## src/lwdb_pkg.sv

```systemverilog
// lwdb_pkg: shared types, constants and microcode table of the wet/dry blend
// no dependencies; used by every module of the block
`default_nettype none

package lwdb_pkg;

   localparam int FRAC_BITS  = 24;
   localparam int WEIGHT_W   = 25;
   localparam int OPB_W      = 26;
   localparam int LAT_W      = 6;
   localparam int CSR_ADDR_W = 3;
   localparam int CSR_DATA_W = 25;
   localparam int PC_W       = 4;

   localparam logic [WEIGHT_W-1:0] Q_ONE = 25'h1000000;

   typedef enum logic [CSR_ADDR_W-1:0] {
      REG_LATENCY     = 3'd0,
      REG_MIX_TARGET  = 3'd1,
      REG_ENABLE      = 3'd2,
      REG_SMOOTH_COEF = 3'd3,
      REG_RISE_COEF   = 3'd4,
      REG_FALL_COEF   = 3'd5,
      REG_BYPASS      = 3'd6
   } csr_reg_type;

   typedef logic [PC_W-1:0] pc_type;

   localparam pc_type PC_IDLE       = 4'd0;
   localparam pc_type PC_GAIN_MUL   = 4'd1;
   localparam pc_type PC_MIX_MUL    = 4'd2;
   localparam pc_type PC_FADE_MUL   = 4'd3;
   localparam pc_type PC_DRY_L_MUL  = 4'd4;
   localparam pc_type PC_WET_L_MUL  = 4'd5;
   localparam pc_type PC_DRY_R_MUL  = 4'd6;
   localparam pc_type PC_WET_R_MUL  = 4'd7;
   localparam pc_type PC_MIX_OUT    = 4'd8;
   localparam pc_type PC_BYPASS_OUT = 4'd9;

   typedef enum logic [2:0] {
      OPA_MIX,
      OPA_MIX_ERR,
      OPA_FADE_ERR,
      OPA_DRY_L,
      OPA_WET_L,
      OPA_DRY_R,
      OPA_WET_R
   } opa_sel_type;

   typedef enum logic [2:0] {
      OPB_FADE,
      OPB_SMOOTH,
      OPB_FADE_COEF,
      OPB_DRY_GAIN,
      OPB_WET_GAIN
   } opb_sel_type;

   typedef enum logic [2:0] {
      DST_NONE,
      DST_GAIN,
      DST_MIX,
      DST_FADE,
      DST_ACC,
      DST_OUT_L,
      DST_EMIT_MIX,
      DST_EMIT_BYP
   } dst_sel_type;

   typedef enum logic [1:0] {
      JMP_NEXT,
      JMP_WAIT_REQ,
      JMP_BYPASS,
      JMP_WAIT_OUT
   } jmp_sel_type;

   typedef struct packed {
      opa_sel_type opa;
      opb_sel_type opb;
      dst_sel_type dst;
      jmp_sel_type jmp;
      pc_type      target;
   } ucode_type;

   typedef struct packed {
      logic                fire;
      logic                accept;
   } seq_stat_type;

   typedef struct packed {
      logic [WEIGHT_W-1:0] mix_target;
      logic                enable;
      logic [WEIGHT_W-1:0] smooth_coef;
      logic [WEIGHT_W-1:0] rise_coef;
      logic [WEIGHT_W-1:0] fall_coef;
   } mix_cfg_type;

   // weights above one are held at one
   function automatic logic [WEIGHT_W-1:0] sat_weight(input logic [WEIGHT_W-1:0] v);
      logic [WEIGHT_W-1:0] r;
      r = (v > Q_ONE) ? Q_ONE : v;
      return r;
   endfunction

   // control store: one word per step
   function automatic ucode_type ucode_rom(input pc_type pc);
      ucode_type uc;
      uc = '{opa: OPA_MIX, opb: OPB_FADE, dst: DST_NONE, jmp: JMP_NEXT, target: PC_IDLE};
      unique case (pc)
         PC_IDLE: begin
            uc.jmp    = JMP_WAIT_REQ;
            uc.target = PC_GAIN_MUL;
         end
         PC_GAIN_MUL: begin
            uc.jmp    = JMP_BYPASS;
            uc.target = PC_BYPASS_OUT;
         end
         PC_MIX_MUL: begin
            uc.opa = OPA_MIX_ERR;
            uc.opb = OPB_SMOOTH;
            uc.dst = DST_GAIN;
         end
         PC_FADE_MUL: begin
            uc.opa = OPA_FADE_ERR;
            uc.opb = OPB_FADE_COEF;
            uc.dst = DST_MIX;
         end
         PC_DRY_L_MUL: begin
            uc.opa = OPA_DRY_L;
            uc.opb = OPB_DRY_GAIN;
            uc.dst = DST_FADE;
         end
         PC_WET_L_MUL: begin
            uc.opa = OPA_WET_L;
            uc.opb = OPB_WET_GAIN;
            uc.dst = DST_ACC;
         end
         PC_DRY_R_MUL: begin
            uc.opa = OPA_DRY_R;
            uc.opb = OPB_DRY_GAIN;
            uc.dst = DST_OUT_L;
         end
         PC_WET_R_MUL: begin
            uc.opa = OPA_WET_R;
            uc.opb = OPB_WET_GAIN;
            uc.dst = DST_ACC;
         end
         PC_MIX_OUT: begin
            uc.dst    = DST_EMIT_MIX;
            uc.jmp    = JMP_WAIT_OUT;
            uc.target = PC_IDLE;
         end
         PC_BYPASS_OUT: begin
            uc.dst    = DST_EMIT_BYP;
            uc.jmp    = JMP_WAIT_OUT;
            uc.target = PC_IDLE;
         end
         default: begin
            uc.jmp    = JMP_WAIT_OUT;
            uc.target = PC_IDLE;
         end
      endcase
      return uc;
   endfunction

endpackage

`default_nettype wire

```

## src/lwdb_ring.sv

```systemverilog
// lwdb_ring: dry delay memory, stereo, with fill tracking in place of a clear
// depends on lwdb_pkg
`default_nettype none

module lwdb_ring #(
   parameter int RING_DEPTH  = 64,
   parameter int SAMPLE_BITS = 24,
   parameter int AW          = $clog2(RING_DEPTH)
) (
   input  wire logic                          clock,
   input  wire logic                          reset,
   input  wire logic                          accept,
   input  wire logic [AW-1:0]                 lat,
   input  wire logic signed [SAMPLE_BITS-1:0] x_l,
   input  wire logic signed [SAMPLE_BITS-1:0] x_r,
   output logic signed [SAMPLE_BITS-1:0]      dly_l,
   output logic signed [SAMPLE_BITS-1:0]      dly_r
);
   import lwdb_pkg::*;

   logic [2*SAMPLE_BITS-1:0] ring_mem [RING_DEPTH];
   logic [2*SAMPLE_BITS-1:0] q_ff;
   logic [2*SAMPLE_BITS-1:0] x_ff;
   logic [AW-1:0]            wr_idx_ff;
   logic [AW-1:0]            wr_idx_in;
   logic                     wrapped_ff;
   logic                     valid_ff;
   logic [AW:0]              diff;
   logic [AW:0]              diff_wrap;
   logic [AW-1:0]            rd_addr;
   logic                     lat_zero;
   logic                     step_ring;
   logic                     last_idx;

   assign lat_zero  = (lat == '0);
   assign step_ring = accept && !lat_zero;
   assign diff      = {1'b0, wr_idx_ff} - {1'b0, lat};
   assign diff_wrap = diff + (AW+1)'(RING_DEPTH);
   assign rd_addr   = diff[AW] ? diff_wrap[AW-1:0] : diff[AW-1:0];
   assign last_idx  = (wr_idx_ff == AW'(RING_DEPTH - 1));
   assign wr_idx_in = last_idx ? '0 : wr_idx_ff + 1'b1;

   always_ff @(posedge clock) begin
      if (step_ring) begin
         ring_mem[wr_idx_ff] <= {x_r, x_l};
         q_ff                <= ring_mem[rd_addr];
      end
      if (accept) begin
         x_ff <= {x_r, x_l};
      end
   end

   // entries never written since reset read as zero
   always_ff @(posedge clock) begin
      if (reset) begin
         wr_idx_ff  <= '0;
         wrapped_ff <= 1'b0;
         valid_ff   <= 1'b0;
      end else if (step_ring) begin
         valid_ff   <= wrapped_ff || (rd_addr < wr_idx_ff);
         wr_idx_ff  <= wr_idx_in;
         wrapped_ff <= wrapped_ff || last_idx;
      end
   end

   always_comb begin
      if (lat_zero) begin
         dly_l = x_ff[SAMPLE_BITS-1:0];
         dly_r = x_ff[2*SAMPLE_BITS-1:SAMPLE_BITS];
      end else if (valid_ff) begin
         dly_l = q_ff[SAMPLE_BITS-1:0];
         dly_r = q_ff[2*SAMPLE_BITS-1:SAMPLE_BITS];
      end else begin
         dly_l = '0;
         dly_r = '0;
      end
   end

endmodule

`default_nettype wire

```

## config.mk

```make
export PLATFORM = sky130hd
export DESIGN_NAME = lwdb_ring
export DESIGN_NICKNAME = d
export VERILOG_FILES = /design/src/lwdb_pkg.sv /design/src/lwdb_ring.sv
export SDC_FILE = /design/constraint.sdc
export NUM_CORES = 2
export LEC_CHECK = 0
export BUFFER_PORTS_ARGS = -buffer_cell sky130_fd_sc_hd__buf_2
export CAP_MARGIN = 20
export CORE_MARGIN = 5
export CORE_UTILIZATION = 30
export DETAILED_ROUTE_END_ITERATION = 8
export GPL_TIMING_DRIVEN = 0
export PLACE_DENSITY = 0.43
export SYNTH_ARGS = -nofsm -noshare
export SYNTH_HDL_FRONTEND = slang
export SYNTH_SLANG_ARGS = --single-unit
```

## constraint.sdc

```tcl
create_clock -name clock -period 3.69 [get_ports clock]
set_input_delay 0.369 -clock clock [delete_from_list [all_inputs] [get_ports clock]]
set_output_delay 0.369 -clock clock [all_outputs]
set_load 0.02 [all_outputs]
```

# Word-level counts from Yosys, hierarchy flattened

Memory sizes are Yosys's and may differ from the RTL's. A register that Yosys moved wholly into a read port is not among the register bits.
Cells that the tools add are included.

Register bits: 56
Memory bits (writable): 3,072
Input bits: 57
Output and inout port bits: 48
Word-level logic and storage cells: 23
Memories kept: 1

Memory list:

| memory   | depth | width | read ports | clocked after memory_dff | wr ports | line            | source |
|---|---|---|---|---|---|---|---|
| ring_mem | 64    | 48    | 1          | 1                        | 1        | lwdb_ring.sv:21 | `logic [2*SAMPLE_BITS-1:0] ring_mem [RING_DEPTH];` |

$add $sub $neg: 3
Order comparisons: 1
Eq/ne operators: 1
Multiplexer cells: 8
Reduce and logical (&&, ||, !) cells: 5

Operators by type and width:

| kind                  | count |
|---|---|
| $mux W24              | 4 |
| $add A6 B1 Y6 const B | 2 |
| $mux W6               | 2 |
| $sub A6 B6 Y7         | 1 |
| $eq A6 B6 Y1 const B  | 1 |
| $logic_not A6 Y1      | 1 |
| $lt A6 B6 Y1          | 1 |
| $logic_or A1 B1 Y1    | 2 |
| $mux W1               | 2 |
| $logic_and A1 B1 Y1   | 1 |
| $logic_not A1 Y1      | 1 |

# Longest topological paths before layout

Depth after elaboration: 5
Gate-level depth with buffers: 15
Gate-level depth less buffers: 12

# Least setup slack after synthesis

No wires, ideal clock.

Kind: input to register
From: input port lat[5]
To: memory ring_mem[61][0] (netlist name) (enable)
Setup time: 454 ps
Arrival: 3,255 ps
Required time: 3,236 ps
Slack: -19 ps
Stages on the path: 5
Path buffers: 1
Path through: nor2_1 > nand3_1 > clkbuf_1 > nand3_1 > nor2_1

Longest elaborated chain between the ends: 5

Ends and longest elaborated chain:

| element                       | line            | source |
|---|---|---|
| start, declared               | lwdb_ring.sv:13 | `input wire logic [AW-1:0] lat,` |
| $logic_not A6 Y1              | lwdb_ring.sv:35 | `assign lat_zero = (lat == '0);` |
| $logic_not A1 Y1              | lwdb_ring.sv:36 | `assign step_ring = accept && !lat_zero;` |
| $logic_and A1 B1 Y1           | lwdb_ring.sv:36 |  |
| $mux W1                       | lwdb_ring.sv:44 | `if (step_ring) begin` |
| $mux W1 (not written as such) | lwdb_ring.sv:45 | `ring_mem[wr_idx_ff] <= {x_r, x_l};` |
| end, declared                 | lwdb_ring.sv:21 |  |

Every way passes these cells.

# Worst setup path in the final report

From: register wr_idx_ff[0]
To: register q_ff[40], read port of ring_mem, data pin

Longest elaborated chain between the ends: 3

Ends and longest elaborated chain:

| element                | line            | source |
|---|---|---|
| start, declared        | lwdb_ring.sv:24 | `logic [AW-1:0] wr_idx_ff;` |
| start signal, assigned | lwdb_ring.sv:61 | `wr_idx_ff <= wr_idx_in;` |
| $sub A6 B6 Y7 (*)      | lwdb_ring.sv:37 | `assign diff = {1'b0, wr_idx_ff} - {1'b0, lat};` |
| $add A6 B1 Y6          | lwdb_ring.sv:38 | `assign diff_wrap = diff + (AW+1)'(RING_DEPTH);` |
| $mux W6 (*)            | lwdb_ring.sv:39 | `assign rd_addr = diff[AW] ? diff_wrap[AW-1:0] : diff[AW-1:0];` |
| end, declared          | lwdb_ring.sv:22 | `logic [2*SAMPLE_BITS-1:0] q_ff;` |

Every way passes the cells marked *; elsewhere a longest branch is shown, timed or not.
A chain may end at the register's enable or synchronous reset.

==> impl.org <==
** Logic synthesis
- Summing every instance area after synthesis gives 0.1216 mm^2.
- For this run, the number of Yosys warnings is 0.
- Number of synthesized register bits :: 3176
- Share of Yosys cell area claimed by the top area cell type :: 0.7826
- Cell taking the most area after synthesis :: sky130_fd_sc_hd__edfxtp_1
- Yosys attributes the largest share of cell area to sky130_fd_sc_hd__edfxtp_1, sky130_fd_sc_hd__mux4_2, sky130_fd_sc_hd__mux2i_1.
- Fraction of registers with async set/reset :: 0
- Number of distinct library cells after synthesis :: 44
- Main flop type after synthesis :: sky130_fd_sc_hd__edfxtp_1
- Post-synth EDFFs :: 3168
- Sequential area share after synthesis :: 0.7839
- Syn Inst Count :: 5626
- Nets in the synthesized netlist :: 5696
- Dividing the synthesized area by the synthesized cell count gives 21.61 um^2.

** Clocking
- After clock tree synthesis, the clock-pin slew on the worst setup and hold paths is 60 ps.
- Latest clock arrival within the worst-skew pair :: 880 ps
- The H-tree was split into 5 levels.
- Clock Sinks :: 3176
- In this run the clock root is driven by a sky130_fd_sc_hd__clkbuf_16.
- Total clock buffers created by CTS :: 338
- TritonCTS clock tree :: yes
- Counting along the longest clock path gives a buffer depth of 4.

** STA
- Final cycle utilization of the critical path :: 0.9823
- In this run the tightest slew margin relative to its limit is 0.2177.
- Total negative slack for setup checks :: 0 ps
- Setup repair after global routing could not meet its margin everywhere.
- Slew of the pin with the lowest slew margin :: 1171 ps
- The total count of max-transition violations in the final report was 0.
- Final-layout worst hold slack :: 84.23 ps
- Time the final worst path needs with I/O delays and setup :: 3625 ps
- Setup violations remaining at the end of the flow were counted as 0.
- The number of hold-slack violations in the final timing report was 0.
- Final Skew :: 22.20 ps
- Timing would allow up to 275.9 MHz.

** Floorplanning
- Ports placed on the boundary :: 105
- The floorplan step defined a die boundary enclosing 0.4180 mm^2.
- Starting Density :: 0.3015
- In this run the vertical extent of the chip is 646.5 um.
- X dimension of the die :: 646.5 um
- The region available for standard cell placement spans 0.4032 mm^2.
- In this run the core area contains 233 standard-cell rows.

** Cells and area
- Top library cells by usage in the layout, fill and taps aside :: sky130_fd_sc_hd__edfxtp_1, sky130_fd_sc_hd__mux4_2, sky130_fd_sc_hd__clkbuf_16, sky130_fd_sc_hd__nand2_1, sky130_fd_sc_hd__mux2i_1
- In the final layout, the share of cells above drive strength 1 is 0.3022.
- From synthesis to final layout, the design area changed by 20.12%.
- The finished layout holds 11994 standard cells, fillers aside.
- Summing all non-filler instances in the final layout gives an area of 0.1460 mm^2.
- Number of nets at the end of the flow :: 6391
- The library cell used most frequently in the layout, excluding fill and tap cells, is sky130_fd_sc_hd__edfxtp_1.

** GRT
- Total routing usage reported by global routing :: 0.1667
- First-pass GRT wire length :: 494900 um
- Entering global routing, the biggest net connects 66 pins.
- After global routing the overflow that remains totals 0.
- Number of global-route vias before repair :: 61276
- Initial antenna violation count :: 16

** Drt
- Final routed wirelength across all metal layers :: 355600 um
- Via Count :: 59664
- Post-detailed-route DRC marker count :: 0
- Number of nets with antenna violations after routing :: 0
- Via density per instance :: 4.974
- First-pass detailed-route iteration total :: 5
- In this run, the number of DRC markers left after iteration 0 of detailed routing was 5747.
- In the final routed layout, each cell accounts on average for 29.65 um.

** Worst setup path
- Crit path buffers/inverters :: 3
- Worst R2R End :: q_ff[40]
- STA classifies the critical path startpoint as a flop.
- Biggest fanout along the worst timing path :: 10
- Across all register-to-register paths, the minimum setup slack is 70 ps.
- Family with the most delay on the worst path :: compound AO/OA/AOI/OAI gates
- Critical path capture point type :: flop
- For the worst flop-to-flop path, the logic depth is 12.
- Crit-path max cell delay :: 460 ps
- Type of the setup path with the least slack :: reg -> reg
- Worst r2r src :: wr_idx_ff[0]
- By instance count, the cell type seen most on the critical path is sky130_fd_sc_hd__nor3_1.
- At the worst endpoint, the arrival time is 4280 ps.
- STA puts the critical path data required time at 4350 ps.
- Traced cell by cell, the critical path runs through inv_1, ha_1, fa_2, and2b_1, a21oi_1, a31oi_2, nor3_1, a311oi_2, buf_4, clkbuf_4, o22ai_2, nor3_1.
- Critical path's slowest cell :: sky130_fd_sc_hd__fa_2

** Worst hold path
- Worst hold path stage count :: 1
- Hold Path Origin :: x_r[17]
- Class of the tightest hold or removal check :: in -> reg
- Destination of the worst hold path :: x_ff[41]

** Pwr
- Worst ir drop on vdd :: 0.0003590 V
- For this design the ratio of total power to cell area is 571.9 mW/mm^2.
- Summed over all cells, the static leakage comes to 45.83 nW.

** Place
- Input/output buffers :: 103
- # placed instances :: 11315
- Summed over all nets, the half-perimeter wirelength after detailed placement is 247300 um.
- The congestion estimate from routability-driven global placement came to 0.7734.
- Placed standard-cell area :: 0.1330 mm^2

** Run
- Max-cap violations in this run came to 0.

** Outcome
- Outcome :: finished, final reports clean
[per-layer routing]
layer  share of wire  vias up  track usage
met4           0.021        4      0.03357
met3           0.051      401      0.02645
met2            0.48     1590       0.2728
met5        0.000059        -            0
met1            0.45    32616       0.2365
li1                -    25053            -
[sequential cells by signal, indices dropped and copies added, names as in the netlist]
name and flops:
q_ff 48, ring_mem 3072, valid_ff 1, wr_idx_ff 6, wrapped_ff 1, x_ff 48
[Yosys cell counts (all sizes together) (48+ instances only)]
library cell  instances
o22ai                95
mux4                721
nand4                50
o211ai               48
edfxtp             3168
nand3                63
a211oi               48
nor3                 59
buf                 164
o21ai               144
nor2                132
and2                 50
mux2i               237
nand2               310
clkbuf              163
[per-stage QoR]
| stage | util | setup WS [ps] | power, W |
|---|---|---|---|
| floorplan | - | -18.89 | 0.04665 |
| global placement | 0.3195 | -5310 | 0.05126 |
| detailed placement | 0.3298 | -2147 | 0.05152 |
| CTS | 0.3604 | -22.20 | 0.08463 |
| global route | 0.3621 | -13.37 | 0.08656 |
| finish | 0.3621 | 65.39 | 0.08350 |
[final cells by class]
| class | instances | area (um^2) |
|---|---|---|
| clock buffer | 428 | 8924 |
| timing repair buffer | 357 | 5097 |
| sequential | 3176 | 95300 |
| fill | 36990 | 257200 |
| multi-input combinational | 2105 | 26330 |
| antenna | 7 | 17.52 |
| tap | 5405 | 6763 |
| inverter | 18 | 73.82 |
| buffer | 325 | 2192 |
| clock inverter | 173 | 1323 |
[power by group]
group          switching, W  internal [W]  leakage, nW
sequential        0.0000697        0.0400         28.6
combinational       0.00690       0.00433         12.2
clock                0.0139        0.0183         5.01
[worst max path at each step]
stage	cells past startpoint	endpoint	slack, ps	start
final	12	q_ff[40]	70	wr_idx_ff[0]
after global placement	6	ring_mem[49][13]	-5310	lat[5]
after global routing	12	q_ff[40]	-10	wr_idx_ff[0]
after floorplan	5	ring_mem[61][0]	-20	lat[5]
after detailed placement	13	q_ff[38]	-2150	wr_idx_ff[0]
after CTS	10	q_ff[37]	-20	wr_idx_ff[0]
[worst register-to-register path, cell delays in order (launching register included)]
cell	delay, ps
sky130_fd_sc_hd__dfxtp_4	390
sky130_fd_sc_hd__inv_1	80
sky130_fd_sc_hd__ha_1	230
sky130_fd_sc_hd__fa_2	460
sky130_fd_sc_hd__and2b_1	310
sky130_fd_sc_hd__a21oi_1	110
sky130_fd_sc_hd__a31oi_2	220
sky130_fd_sc_hd__nor3_1	100
sky130_fd_sc_hd__a311oi_2	350
sky130_fd_sc_hd__buf_4	320
sky130_fd_sc_hd__clkbuf_4	330
sky130_fd_sc_hd__o22ai_2	140
sky130_fd_sc_hd__nor3_1	350
[logic make-up (layout without fill, tap and decap cells)]
logic type	Yosys count	after routing	share of synthesized area
compound gates	450	450	0.02422
xor+xnor	9	9	0.0007103
fa+ha+maj	13	13	0.001400
buf+inv	345	1301	0.01218
flops	3176	3176	0.7839
mux	958	958	0.1531
other cells	0	7	0
simple gates	675	675	0.02447
[what timing repair did]
action                                 CTS  global route
endpoints found under the hold margin  543           279
setup endpoints to repair               72            48
buffers inserted                         6             0
hold buffers                            27            20
resized for setup                      578            63
pin swaps                               18             9
No activity file was read; power rests on OpenSTA's default activity.
