$ cat src/lwdb_pkg.sv
// lwdb_pkg: shared types, constants and microcode table of the wet/dry blend
// no dependencies; used by every module of the block
`default_nettype none

package lwdb_pkg;

   localparam int FRAC_BITS  = 24;
   localparam int WEIGHT_W   = 25;
   localparam int OPB_W      = 26;
   localparam int LAT_W      = 6;
   localparam int CSR_ADDR_W = 3;
   localparam int CSR_DATA_W = 25;
   localparam int PC_W       = 4;

   localparam logic [WEIGHT_W-1:0] Q_ONE = 25'h1000000;

   typedef enum logic [CSR_ADDR_W-1:0] {
      REG_LATENCY     = 3'd0,
      REG_MIX_TARGET  = 3'd1,
      REG_ENABLE      = 3'd2,
      REG_SMOOTH_COEF = 3'd3,
      REG_RISE_COEF   = 3'd4,
      REG_FALL_COEF   = 3'd5,
      REG_BYPASS      = 3'd6
   } csr_reg_type;

   typedef logic [PC_W-1:0] pc_type;

   localparam pc_type PC_IDLE       = 4'd0;
   localparam pc_type PC_GAIN_MUL   = 4'd1;
   localparam pc_type PC_MIX_MUL    = 4'd2;
   localparam pc_type PC_FADE_MUL   = 4'd3;
   localparam pc_type PC_DRY_L_MUL  = 4'd4;
   localparam pc_type PC_WET_L_MUL  = 4'd5;
   localparam pc_type PC_DRY_R_MUL  = 4'd6;
   localparam pc_type PC_WET_R_MUL  = 4'd7;
   localparam pc_type PC_MIX_OUT    = 4'd8;
   localparam pc_type PC_BYPASS_OUT = 4'd9;

   typedef enum logic [2:0] {
      OPA_MIX,
      OPA_MIX_ERR,
      OPA_FADE_ERR,
      OPA_DRY_L,
      OPA_WET_L,
      OPA_DRY_R,
      OPA_WET_R
   } opa_sel_type;

   typedef enum logic [2:0] {
      OPB_FADE,
      OPB_SMOOTH,
      OPB_FADE_COEF,
      OPB_DRY_GAIN,
      OPB_WET_GAIN
   } opb_sel_type;

   typedef enum logic [2:0] {
      DST_NONE,
      DST_GAIN,
      DST_MIX,
      DST_FADE,
      DST_ACC,
      DST_OUT_L,
      DST_EMIT_MIX,
      DST_EMIT_BYP
   } dst_sel_type;

   typedef enum logic [1:0] {
      JMP_NEXT,
      JMP_WAIT_REQ,
      JMP_BYPASS,
      JMP_WAIT_OUT
   } jmp_sel_type;

   typedef struct packed {
      opa_sel_type opa;
      opb_sel_type opb;
      dst_sel_type dst;
      jmp_sel_type jmp;
      pc_type      target;
   } ucode_type;

   typedef struct packed {
      logic                fire;
      logic                accept;
   } seq_stat_type;

   typedef struct packed {
      logic [WEIGHT_W-1:0] mix_target;
      logic                enable;
      logic [WEIGHT_W-1:0] smooth_coef;
      logic [WEIGHT_W-1:0] rise_coef;
      logic [WEIGHT_W-1:0] fall_coef;
   } mix_cfg_type;

   // weights above one are held at one
   function automatic logic [WEIGHT_W-1:0] sat_weight(input logic [WEIGHT_W-1:0] v);
      logic [WEIGHT_W-1:0] r;
      r = (v > Q_ONE) ? Q_ONE : v;
      return r;
   endfunction

   // control store: one word per step
   function automatic ucode_type ucode_rom(input pc_type pc);
      ucode_type uc;
      uc = '{opa: OPA_MIX, opb: OPB_FADE, dst: DST_NONE, jmp: JMP_NEXT, target: PC_IDLE};
      unique case (pc)
         PC_IDLE: begin
            uc.jmp    = JMP_WAIT_REQ;
            uc.target = PC_GAIN_MUL;
         end
         PC_GAIN_MUL: begin
            uc.jmp    = JMP_BYPASS;
            uc.target = PC_BYPASS_OUT;
         end
         PC_MIX_MUL: begin
            uc.opa = OPA_MIX_ERR;
            uc.opb = OPB_SMOOTH;
            uc.dst = DST_GAIN;
         end
         PC_FADE_MUL: begin
            uc.opa = OPA_FADE_ERR;
            uc.opb = OPB_FADE_COEF;
            uc.dst = DST_MIX;
         end
         PC_DRY_L_MUL: begin
            uc.opa = OPA_DRY_L;
            uc.opb = OPB_DRY_GAIN;
            uc.dst = DST_FADE;
         end
         PC_WET_L_MUL: begin
            uc.opa = OPA_WET_L;
            uc.opb = OPB_WET_GAIN;
            uc.dst = DST_ACC;
         end
         PC_DRY_R_MUL: begin
            uc.opa = OPA_DRY_R;
            uc.opb = OPB_DRY_GAIN;
            uc.dst = DST_OUT_L;
         end
         PC_WET_R_MUL: begin
            uc.opa = OPA_WET_R;
            uc.opb = OPB_WET_GAIN;
            uc.dst = DST_ACC;
         end
         PC_MIX_OUT: begin
            uc.dst    = DST_EMIT_MIX;
            uc.jmp    = JMP_WAIT_OUT;
            uc.target = PC_IDLE;
         end
         PC_BYPASS_OUT: begin
            uc.dst    = DST_EMIT_BYP;
            uc.jmp    = JMP_WAIT_OUT;
            uc.target = PC_IDLE;
         end
         default: begin
            uc.jmp    = JMP_WAIT_OUT;
            uc.target = PC_IDLE;
         end
      endcase
      return uc;
   endfunction

endpackage

`default_nettype wire

$ cat src/lwdb_seq.sv
// lwdb_seq: step counter and control store fetch for the blend datapath
// depends on lwdb_pkg
`default_nettype none

module lwdb_seq (
   input  wire logic               clock,
   input  wire logic               reset,
   input  wire logic               req_valid,
   input  wire logic               out_free,
   input  wire logic               bypass,
   output logic                    req_ready,
   output lwdb_pkg::ucode_type     ctl,
   output lwdb_pkg::seq_stat_type  stat
);
   import lwdb_pkg::*;

   pc_type pc_ff;
   pc_type pc_in;

   assign ctl       = ucode_rom(pc_ff);
   assign req_ready = (ctl.jmp == JMP_WAIT_REQ);

   always_comb begin
      stat.accept = req_valid && req_ready;
      case (ctl.jmp)
         JMP_WAIT_REQ: stat.fire = req_valid;
         JMP_WAIT_OUT: stat.fire = out_free;
         default:      stat.fire = 1'b1;
      endcase
   end

   always_comb begin
      pc_in = pc_ff;
      if (stat.fire) begin
         if (ctl.jmp == JMP_NEXT || (ctl.jmp == JMP_BYPASS && !bypass)) begin
            pc_in = pc_ff + 1'b1;
         end else begin
            pc_in = ctl.target;
         end
      end
   end

   always_ff @(posedge clock) begin
      if (reset) begin
         pc_ff <= PC_IDLE;
      end else begin
         pc_ff <= pc_in;
      end
   end

endmodule

`default_nettype wire

$ cat config.mk
export PLATFORM = sky130hd
export DESIGN_NAME = lwdb_seq
export DESIGN_NICKNAME = d
export VERILOG_FILES = /design/src/lwdb_pkg.sv /design/src/lwdb_seq.sv
export SDC_FILE = /design/constraint.sdc
export NUM_CORES = 1
export LEC_CHECK = 0
export ABC_AREA = 1
export BUFFER_PORTS_ARGS = -buffer_cell sky130_fd_sc_hd__buf_2
export CAP_MARGIN = 25
export CORE_UTILIZATION = 27
export DETAILED_ROUTE_END_ITERATION = 10
export GPL_ROUTABILITY_DRIVEN = 0
export SLEW_MARGIN = 10
export SYNTH_ARGS = -nofsm -noshare
export SYNTH_HDL_FRONTEND = slang
export SYNTH_SLANG_ARGS = --single-unit
$ cat constraint.sdc
create_clock -name clock -period 3 [get_ports clock]
set_input_delay 0.6 -clock clock [delete_from_list [all_inputs] [get_ports clock]]
set_output_delay 0.6 -clock clock [all_outputs]
set_load 0.005 [all_outputs]
## After elaboration in Yosys (flattened, before gate mapping)

Cells that the tools add are included.
W data, S select, Z words.

- Bits in registers: 4
- Input bits: 5
- Output and inout port bits: 18
- Logic and storage cells: 27

- Add/sub/neg operators: 1
- Equality and inequality tests: 12
- Multiplexer cells: 5
- Reductions and logical operators: 8

Operator list:

| cell | number |
|---|---|
| $pmux W6 S6 | 1 |
| $pmux W3 S7 | 1 |
| $pmux W6 S3 | 1 |
| $eq A4 B3 Y1 const B | 4 |
| $eq A4 B2 Y1 const B | 2 |
| $eq A4 B4 Y1 const B | 2 |
| $reduce_or A6 Y1 | 1 |
| $add A4 B1 Y4 const B | 1 |
| $eq A2 B2 Y1 const B | 2 |
| $eq A4 B1 Y1 const B | 1 |
| $logic_not A4 Y1 | 1 |
| $mux W4 | 1 |
| $eq A2 B1 Y1 const B | 1 |
| $logic_and A1 B1 Y1 | 2 |
| $logic_not A2 Y1 | 1 |
| $pmux W1 S2 | 1 |
| $reduce_or A2 Y1 | 1 |
| $logic_not A1 Y1 | 1 |
| $logic_or A1 B1 Y1 | 1 |

## Logic depth before layout (Yosys ltp)

Gate-level depths: netlist (run 1).

- Depth after elaboration: 7
- Mapped depth: 11
- Gate-level depth less buffers: 11

## Worst setup path after synthesis (run 1)

OpenSTA, ideal clock, no wires.

- Path kind: register to output
- Start: register pc_ff[1]
- End: output stat[1] (netlist bit)
- Data arrival time: 1.243 ns
- Slack: 1.157 ns
- Cell stages (with the launch flop): 9
- Buffers on the path: 0
- Path through: dfxtp_1 -> inv_1 -> ha_1 -> inv_1 -> nand2_1 -> nand2_2 -> nand3_2 -> o21ai_4 -> nand2_2

RTL lines:

| element | RTL line | RTL |
|---|---|---|
| from (decl) | lwdb_seq.sv:17 | `pc_type pc_ff;` |
| from (signal assigned) | lwdb_seq.sv:47 | `pc_ff <= pc_in;` |
| to (decl) | lwdb_seq.sv:13 | `output lwdb_pkg::seq_stat_type stat` |

==> out/qor.yml, run 1 <==
clkSlewWorstSetupHoldPaths_ns: 0.04
fin_hold_ws_ns: 0.547
fin_area_um2: 666
clk_latency_ns: 0.23
yosys.area.top_type: "dfxtp_1"
drv_cap: 0
hold_viol: 0
cts_tree: "done"
p_int_uw: 272
comb_power_share: 0.720
cp-start-kind: "flop"
multi_input_area_um2: 379
hold_depth: 2
critPathRequiredTime_ns: 2.40
skew_ns: 0.00172
outcome: "complete, no violations"
max_freq_mhz: 424
hold_end: "pc_ff[1]"
port_buffers: 20
grt_max_degree: 9
syn2layout_area_growth_pct: 22.9
io_pins: 23
hold_start: "pc_ff[1]"
synth-seq-area-share: 0.148
route.detailed.drc: 0
viasPerCell: 4.46
power.density_nw_per_um2: 864
grt_usage: 0.121
crit_arrival_ns: 1.76
postRouteAntennaNets: 0
wl_met2_um: 580
die_width_um: 46.8
p_sw_uw: 303
seq_power_share: 0.167
clock-sinks: 4
n_antenna_cell: 0
drtIter0Drc: 13
criticalPathCategory: "reg -> out"
drive_gt1_frac: 0.400
synth_top_area_frac: 0.148
ctsResizeCount: 0
dpl.hpwl_um: 1020
synth_cell_types: 24
cts_buffers: 3
cts_root_buf: "clkbuf_4"
wl_met3_um: 60
rsz0062_at_grt: "false"
seqCellArea_um2: 80.1
routed_wl_um: 1220
worstSetupEndpointType: "output port"
clkPwrFrac: 0.113
die_h_um: 46.8
dpl_cell_area_um2: 643
dp.cells: 122
cts_htree_levels: 1
first_global_vias: 454
ys_ff_latch: 4
ff2ff_path_depth: 10
initial_core_util: 0.301
finalSetupTns_ns: 0
ff2ff_setup_slack_ns: 1.35
grt_overflow: 0
post_cts_buffers: 0
grt_first_pass_wirelength_um: 1880
setup_viol: 0
crit_fanout: 7
fin_crit_sh: 0.785
vias: 558
final_net_count: 111
ctsHoldBuffers: 0
period_needed_ns: 2.36
wire_per_inst_um: 9.74
synthCells: 80
dieArea_um2: 2190
top_register: "pc_ff"
switching_share: 0.526
fp.coreArea_um2: 1800
final_cells: 125
wl_met1_um: 576
p_leak_nw: 0.413
synth.avg_cell_area_um2: 6.77
antenna_found_initial: 0
rr_startpoint: "pc_ff[1]"
detail_route.first_pass.iterations: 4
largest_reg_flops: 4
syn_area_um2: 542
nFillCells: 217
ys_top_cells_by_area: "dfxtp_1 15%, nand2_1 10%, ha_1 9.2%"
min_path_type: "reg -> reg"
topRoutingLayerUsed: "met3"
r2r-end: "pc_ff[0]"
top_regs: "pc_ff (4)"
rows: 15
peakVddDrop_v: 0.000371
yosys_warnings: 0
fin_util: 0.369
cts_buffer_depth: 2
maxSlewViolCount: 0
## cell type report
type / count / area share
Sequential cell: 4 / 0.120
Multi-Input combinational cell: 59 / 0.570
Inverter: 14 / 0.0789
Tap cell: 25 / 0.0470
Clock buffer: 3 / 0.0338
Timing Repair Buffer: 20 / 0.150
## power by group through the flow
stage | registers (mW) | clock network (mW) | logic [mW]
CTS | 0.0959 | 0.0684 | 0.421
detailed placement | 0.0968 | 0 | 0.419
global placement | 0.0954 | 0 | 0.420
floorplan | 0.0895 | 0 | 0.296
global route | 0.100 | 0.0752 | 0.471
finish | 0.0961 | 0.0651 | 0.414
## metal layers
layer / vias up / track usage
met3: 0 / 0.0462
met2: 19 / 0.197
met1: 239 / 0.155
li1: 300 / -
met4: 0 / 0.0171
met5: - / 0
## cells by family after synthesis
group	Yosys count	share of synthesized area
simple gates	42	0.446
fa+ha+maj	4	0.0924
xor+xnor	2	0.0323
buf+inv	18	0.159
flops	4	0.148
other cells	1	0.00692
compound gates	9	0.115
## worst max-delay path: stages (launching register included)
cell and delay (ns):
dfxtp_1 0.40, inv_1 0.08, ha_1 0.23, inv_1 0.10, nand2_1 0.07, nand2_2 0.11, nand3_2 0.09, o21ai_4 0.22
nand2_2 0.08, buf_2 0.13
## stage by stage
stage                     setup WS, ns  power, mW
after global routing             0.495      0.646
after global placement           0.889      0.515
after detailed placement         0.894      0.516
after floorplan                   1.16      0.385
final                            0.644      0.575
after CTS                        0.634      0.586
## synthesized netlist by cell type
library cell	n
buf_6	1
o21ai_4	1
nor2_4	1
xor2_1	2
inv_2	4
nand2_2	4
nor2_2	1
ha_1	4
buf_4	3
nand3_1	9
nand2_1	15
a21oi_2	1
conb_1	1
nor2_1	2
dfxtp_1	4
a21oi_1	3
nand3_4	1
o21ai_1	1
o21ai_0	2
a21o_1	1
nand4_1	5
inv_1	10
nand2_4	1
nand3_2	3
## worst max path at each step
stage | cells past startpoint | endpoint | start | slack [ns]
floorplan | 8 | stat[1] | pc_ff[1] | 1.16
global placement | 9 | stat[1] | pc_ff[1] | 0.89
detailed placement | 9 | stat[1] | pc_ff[1] | 0.89
CTS | 9 | stat[1] | pc_ff[1] | 0.63
global route | 9 | stat[1] | pc_ff[1] | 0.49
finish | 9 | stat[1] | pc_ff[1] | 0.64
## layout by cell type (no fill, tap or decap), types with 2 or more instances in the layout
master    instances
a21oi_1           3
buf_2            20
clkbuf_4          3
conb_1            2
dfxtp_1           4
ha_1              4
inv_1            10
inv_2             4
nand2_1          15
nand2_2           4
nand3_1           9
nand3_2           3
nand4_1           5
nor2_1            2
o21ai_0           2
xor2_1            2
No activity file was read; power rests on OpenSTA's default activity.
==> run 2: changes to the inputs <==
--- a/config.mk
+++ b/config.mk
@@ -5,7 +5,7 @@
 export SDC_FILE = /design/constraint.sdc
 export NUM_CORES = 1
 export LEC_CHECK = 0
-export ABC_AREA = 1
+export ABC_AREA = 0
 export BUFFER_PORTS_ARGS = -buffer_cell sky130_fd_sc_hd__buf_2
 export CAP_MARGIN = 25
 export CORE_UTILIZATION = 27
==> constraint.sdc (replaced) <==
create_clock -name clock -period 2.45 [get_ports clock]
set_input_delay 0.49 -clock clock [delete_from_list [all_inputs] [get_ports clock]]
set_output_delay 0.49 -clock clock [all_outputs]
set_load 0.005 [all_outputs]
==> run 2 against run 1 <==
Against the previous run: synthesized cell count is 5.0% lower; utilization shrank 0.52 points; first-iteration DRC count is 15% lower; sequential cell count stayed put; cell count shrank 6.4%; clock-buffer cell count stayed put; combinational power increased by 19%; sequential share of layout area increased by 0.23 points; clock power is 19% higher; critical endpoint unchanged; largest cell class unchanged.
==> out/qor.yml, run 2 <==
path_cells: "inv_1 -> ha_2 -> nor2b_1 -> nor3_2 -> clkinv_2 -> o211ai_2 -> buf_2"  # was inv_1 -> ha_1 -> inv_1 -> nand2_1 -> nand2_2 -> nand3_2 -> o21ai_4 -> nand2_2 -> buf_2
cts_root_buf: "clkbuf_4"  # unchanged
grt_usage: 0.135  # was 0.121
dpl.hpwl_um: 993  # was 1020 µm
finalSetupTns_ns: 0  # unchanged
drv_cap: 0  # unchanged
clock-sinks: 4  # unchanged
maxSlewViolCount: 0  # unchanged
synthCells: 76  # was 80
first_global_vias: 471  # was 454
final_cells: 117  # was 125
cts_buffer_depth: 2  # unchanged
crit_path_end: "stat[1]"  # unchanged
rows: 15  # unchanged
ff2ff_setup_slack_ns: 0.59  # was 1.35 ns
async_flop_share: 0  # unchanged
path_depth: 7  # was 9
crit_family: "simple AND/OR/NAND/NOR gates"  # was flip-flops
synth_edf_count: 0  # unchanged
crit_start: "pc_ff[1]"  # unchanged
crit_arrival_ns: 1.86  # was 1.76 ns
cts_tree: "done"  # unchanged
power.density_nw_per_um2: 1080  # was 864 nW/µm²
critPathRequiredTime_ns: 1.96  # was 2.40 ns
peakVddDrop_v: 0.000585  # was 0.000371 V
setup_viol: 0  # unchanged
p_leak_nw: 0.314  # was 0.413 nW
synth.avg_cell_area_um2: 7.24  # was 6.77 µm²
synth_top_area_frac: 0.145  # was 0.148
postRouteAntennaNets: 0  # unchanged
critPathBufInv: 3  # unchanged
port_buffers: 20  # unchanged
fin_hold_ws_ns: 0.538  # was 0.547 ns
synthTopCellsByCount: "12 x nor2_1, 7 x inv_1, 5 x a21oi_1, 5 x buf_2"  # was 15 x nand2_1, 10 x inv_1, 9 x nand3_1
yosysMostFrequentCell: "nor2_1"  # was nand2_1
hold_start: "reset"  # was pc_ff[1]
period_needed_ns: 2.35
io_pins: 23  # unchanged
syn2layout_area_growth_pct: 20.5  # was 22.9%
die_width_um: 47.2  # was 46.8 µm
die_h_um: 47.2  # was 46.8 µm
outcome: "complete, no violations"  # unchanged
maxSlewHeadroom: 0.506
detail_route.first_pass.iterations: 4  # unchanged
fp.coreArea_um2: 1820  # was 1800 µm²
yosys.area.top_type: "dfxtp_1"  # unchanged
initial_core_util: 0.302  # was 0.301
crit_fanout: 9  # was 7
top_register: "pc_ff"  # unchanged
r2r-end: "pc_ff[0]"  # unchanged
setup_slack_ns: 0.0975  # was 0.644 ns
vias: 577  # was 558
skew_ns: 0.00354  # was 0.00172 ns
syn_area_um2: 551  # was 542 µm²
final_net_count: 103  # was 111
largest_reg_flops: 4  # unchanged
hold_viol: 0  # unchanged
ctsHoldBuffers: 0  # unchanged
worstMarginPinSlew_ns: 0.740
yosys_warnings: 0  # unchanged
final_cell_mix: "20 x buf_2, 12 x nor2_1, 7 x inv_1, 5 x a21oi_1, 4 x nor3_1"  # was 20 x buf_2, 15 x nand2_1, 10 x inv_1, 9 x nand3_1, 5 x nand4_1
ys_top_cells_by_area: "dfxtp_1 15%, ha_1 9.1%, nor2_1 8.2%"  # was dfxtp_1 15%, nand2_1 10%, ha_1 9.2%
n_antenna_cell: 0  # unchanged
worstSetupEndpointType: "output port"  # unchanged
dp.cells: 113  # was 122
crit_path_top_delay_cell: "dfxtp_1"  # unchanged
min_path_type: "in -> reg"  # was reg -> reg
rr_startpoint: "pc_ff[1]"  # unchanged
route.detailed.drc: 0  # unchanged
cp-start-kind: "flop"  # unchanged
drtIter0Drc: 11  # was 13
clk_latency_ns: 0.23  # about the same
cts_htree_levels: 1  # unchanged
ff2ff_path_depth: 7  # was 10
synthFlopType: "dfxtp_1"  # unchanged
synth_cell_types: 31  # was 24
criticalPathCategory: "reg -> out"  # unchanged
dieArea_um2: 2220  # was 2190 µm²
pre_cts_ws_ns: 0.271  # was 0.894 ns
final_common_cell: "buf_2"  # unchanged
synth-seq-area-share: 0.145  # was 0.148
cts_buffers: 3  # unchanged
multi_input_area_um2: 382  # was 379 µm²
cpPeakStageDelay_ns: 0.37  # was 0.40 ns
viasPerCell: 4.93  # was 4.46
antenna_found_initial: 0  # unchanged
routed_wl_um: 1330  # was 1220 µm
clkSlewWorstSetupHoldPaths_ns: 0.04  # about the same
grt_first_pass_wirelength_um: 2070  # was 1880 µm
ys_ff_latch: 4  # unchanged
nFillCells: 208  # was 217
fin_crit_sh: 0.960
max_freq_mhz: 425
grt_overflow: 0  # unchanged
drive_gt1_frac: 0.370  # was 0.400
grt_max_degree: 22  # was 9
top_regs: "pc_ff (4)"  # unchanged
wire_per_inst_um: 11.4  # was 9.74 µm
seqCellArea_um2: 81.3  # was 80.1 µm²
hold_depth: 2  # unchanged
-- run 2: per-layer routing --
metal | wire length, µm | up-vias | GRT usage
li1 | - | 296 | -
met1 | 649 | 258 | 0.182
met2 | 612 | 23 | 0.206
met3 | 68 | 0 | 0.0231
met4 | 0 | 0 | 0.0686
met5 | 0 | - | 0
-- run 2: cell type report --
type	instances	share of cell area
clock buffers	3	0.0340
inverters	8	0.0472
multi-input cells	55	0.575
flip-flops and latches	4	0.123
well taps	25	0.0472
repair buffers	22	0.174
-- run 2: worst min path at each step --
stage | to | slack [ns]
floorplan | pc_ff[1] | 0.52
global placement | pc_ff[1] | 0.55
detailed placement | pc_ff[1] | 0.56
CTS | pc_ff[3] | 0.52
global route | pc_ff[3] | 0.55
finish | pc_ff[3] | 0.54
-- run 2: kinds of logic after synthesis --
family / share of synthesized area
AOI/OAI and AO/OA: 0.248
xor gates and xnor gates: 0.0159
DFF: 0.145
buffers and inverters: 0.177
adders and majority gates: 0.0909
other: 0.00681
and+or+nand+nor: 0.316
-- run 2: repair_timing --
item	in CTS	in global routing
resized for setup	0	3
endpoints found under the setup margin	0	1
setup buffers	0	1
-- run 2: per-stage QoR --
stage | utilization | total power [mW] | cell area (µm²)
finish | 0.364 | 0.713 | 663
CTS | 0.357 | 0.694 | 649
global placement | 0.344 | 0.610 | 627
global route | 0.364 | 0.790 | 663
floorplan | - | 0.491 | 554
detailed placement | 0.344 | 0.609 | 627
-- run 2: where the power goes --
part	internal (mW)	switching [mW]	total, mW	leakage (nW)
clock	0.0545	0.0228	0.0773	0.0138
combinational	0.239	0.255	0.493	0.267
sequential	0.0841	0.0586	0.143	0.0330
total	0.377	0.336	0.713	0.314
==> run 3: changes to the inputs <==
==> constraint.sdc (replaced) <==
create_clock -name clock -period 2 [get_ports clock]
set_input_delay 0.4 -clock clock [delete_from_list [all_inputs] [get_ports clock]]
set_output_delay 0.4 -clock clock [all_outputs]
set_load 0.005 [all_outputs]
==> run 3 against run 2 <==
Against the previous run: clock skew shrank 0.0032 ns; global-route usage increased by 1.3 points; sequential power is 17% higher; clock-buffer cell count stayed put; critical endpoint unchanged.
==> out/qor.yml, run 3 (same netlist as run 2, synthesis figures left out) <==
dieArea_um2: 2220  # unchanged
io_pins: 23  # unchanged
first_global_vias: 546  # was 471
hold_viol: 0  # unchanged
top_regs: "pc_ff (4)"  # unchanged
die_width_um: 47.2  # unchanged
cts_htree_levels: 1  # unchanged
cp-start-kind: "flop"  # unchanged
setup_viol: 0  # unchanged
fin_crit_sh: 0.987
dpl.hpwl_um: 1160  # was 993 µm
dpl_cell_area_um2: 687  # was 627 µm²
grt_usage: 0.148  # was 0.135
final_cells: 128  # was 117
final_net_count: 114  # was 103
outcome: "complete, no violations"  # unchanged
comb_power_share: 0.760  # was 0.691
drv_cap: 0  # unchanged
grt_overflow: 0  # unchanged
seq_power_share: 0.153  # was 0.200
clk_latency_ns: 0.23  # about the same
cts_buffer_depth: 2  # unchanged
finalSetupTns_ns: 0  # unchanged
maxSlewHeadroom: 0.647  # was 0.506
p_sw_uw: 482  # was 336 µW
wire_per_inst_um: 11.8  # was 11.4 µm
route.detailed.drc: 0  # unchanged
clkSlewWorstSetupHoldPaths_ns: 0.04  # about the same
rsz0062_at_grt: "true"
switching_share: 0.439  # was 0.471
grt_first_pass_wirelength_um: 2350  # was 2070 µm
vias: 620  # was 577
viasPerCell: 4.84  # was 4.93
criticalPathCategory: "reg -> out"  # unchanged
grt_max_degree: 16  # was 22
skew_ns: 0.000323  # was 0.00354 ns
critPathRequiredTime_ns: 1.60  # was 1.96 ns
rows: 15  # unchanged
dp.cells: 121  # was 113
worstMarginPinSlew_ns: 0.528  # was 0.740 ns
fp.coreArea_um2: 1820  # unchanged
routed_wl_um: 1510  # was 1330 µm
antenna_found_initial: 0  # unchanged
worstSetupEndpointType: "output port"  # unchanged
cts_root_buf: "clkbuf_4"  # unchanged
initial_core_util: 0.302  # unchanged
clkPwrFrac: 0.088  # was 0.108
n_antenna_cell: 0  # unchanged
p_leak_nw: 0.383  # was 0.314 nW
drtIter0Drc: 14  # was 11
clock-sinks: 4  # unchanged
hold_depth: 2  # unchanged
ff2ff_path_depth: 9  # was 7
cts_tree: "done"  # unchanged
final_cell_mix: "19 x buf_2, 12 x nor2_1, 12 x buf_4, 5 x inv_1"  # was 20 x buf_2, 12 x nor2_1, 7 x inv_1, 5 x a21oi_1, 4 x nor3_1
p_int_uw: 616  # was 377 µW
period_needed_ns: 1.97
syn2layout_area_growth_pct: 49.1  # was 20.5%
fin_hold_ws_ns: 0.456  # was 0.538 ns
ctsHoldBuffers: 0  # unchanged
largest_reg_flops: 4  # unchanged
detail_route.first_pass.iterations: 4  # unchanged
crit_fanout: 5  # was 9
die_h_um: 47.2  # unchanged
final_common_cell: "buf_2"  # unchanged
cts_buffers: 3  # unchanged
drive_gt1_frac: 0.505  # was 0.370
max_freq_mhz: 507
crit_arrival_ns: 1.57  # was 1.86 ns
min_path_type: "in -> reg"  # unchanged
fin_area_um2: 821  # was 663 µm²
maxSlewViolCount: 0  # unchanged
top_register: "pc_ff"  # unchanged
peakVddDrop_v: 0.000729  # was 0.000585 V
postRouteAntennaNets: 0  # unchanged
power.density_nw_per_um2: 1340  # was 1080 nW/µm²
port_buffers: 20  # unchanged
run 3: cell count changes in the layout (fill, tap and decap cells not counted), sizes merged:
| cell | change |
|---|---|
| buf | +11 |
run 3: power groups by stage:
stage / Combinational (mW) / Clock (mW) / Sequential [mW]
final: 0.834 / 0.0964 / 0.168
after global routing: 0.928 / 0.111 / 0.171
after CTS: 0.774 / 0.104 / 0.155
after detailed placement: 0.709 / 0 / 0.149
after global placement: 0.701 / 0 / 0.149
after floorplan: 0.476 / 0 / 0.125
run 3: final timing paths:
check	from	endpoint	slack [ns]
max	pc_ff[1]	stat[1]	0.03
min	reset	pc_ff[3]	0.46
max reg2reg	pc_ff[1]	pc_ff[3]	0.29
min reg2reg	pc_ff[1]	pc_ff[1]	0.55
run 3: routing by layer:
layer / GRT usage / share of wire
met1: 0.202 / 0.48
met2: 0.244 / 0.48
met3: 0 / 0.036
met4: 0.0686 / 0
met5: 0 / 0
run 3: timing repair:
| item | 4_1_cts | 5_1_grt |
|---|---|---|
| resized for setup | 9 | 12 |
| buffers inserted | 2 | 2 |
| pin swaps | 2 | 3 |
| setup endpoints to repair | 5 | 7 |
run 3: area by class of cell:
cell class / count / area [µm²]
inverter: 8 / 36.3
sequential: 4 / 87.6
timing repair buffer: 33 / 208
fill: 187 / 1000
clock buffer: 3 / 22.5
multi-input combinational: 55 / 435
tap: 25 / 31.3
run 3: worst max-delay path: stages (launching register included):
cell and delay [ns]:
dfxtp_4 0.37, inv_4 0.05, ha_4 0.18, nor4_4 0.33, nor3_2 0.10, clkinv_2 0.08, o211ai_2 0.09, buf_2 0.14
run 3: through the flow:
stage / setup slack [ns] / total power [mW] / util
after floorplan: 0.223 / 0.601 / -
after global placement: 0.165 / 0.850 / 0.377
after CTS: 0.00230 / 1.03 / 0.416
after detailed placement: 0.136 / 0.858 / 0.377
after global routing: -0.0692 / 1.21 / 0.451
final: 0.0257 / 1.10 / 0.451
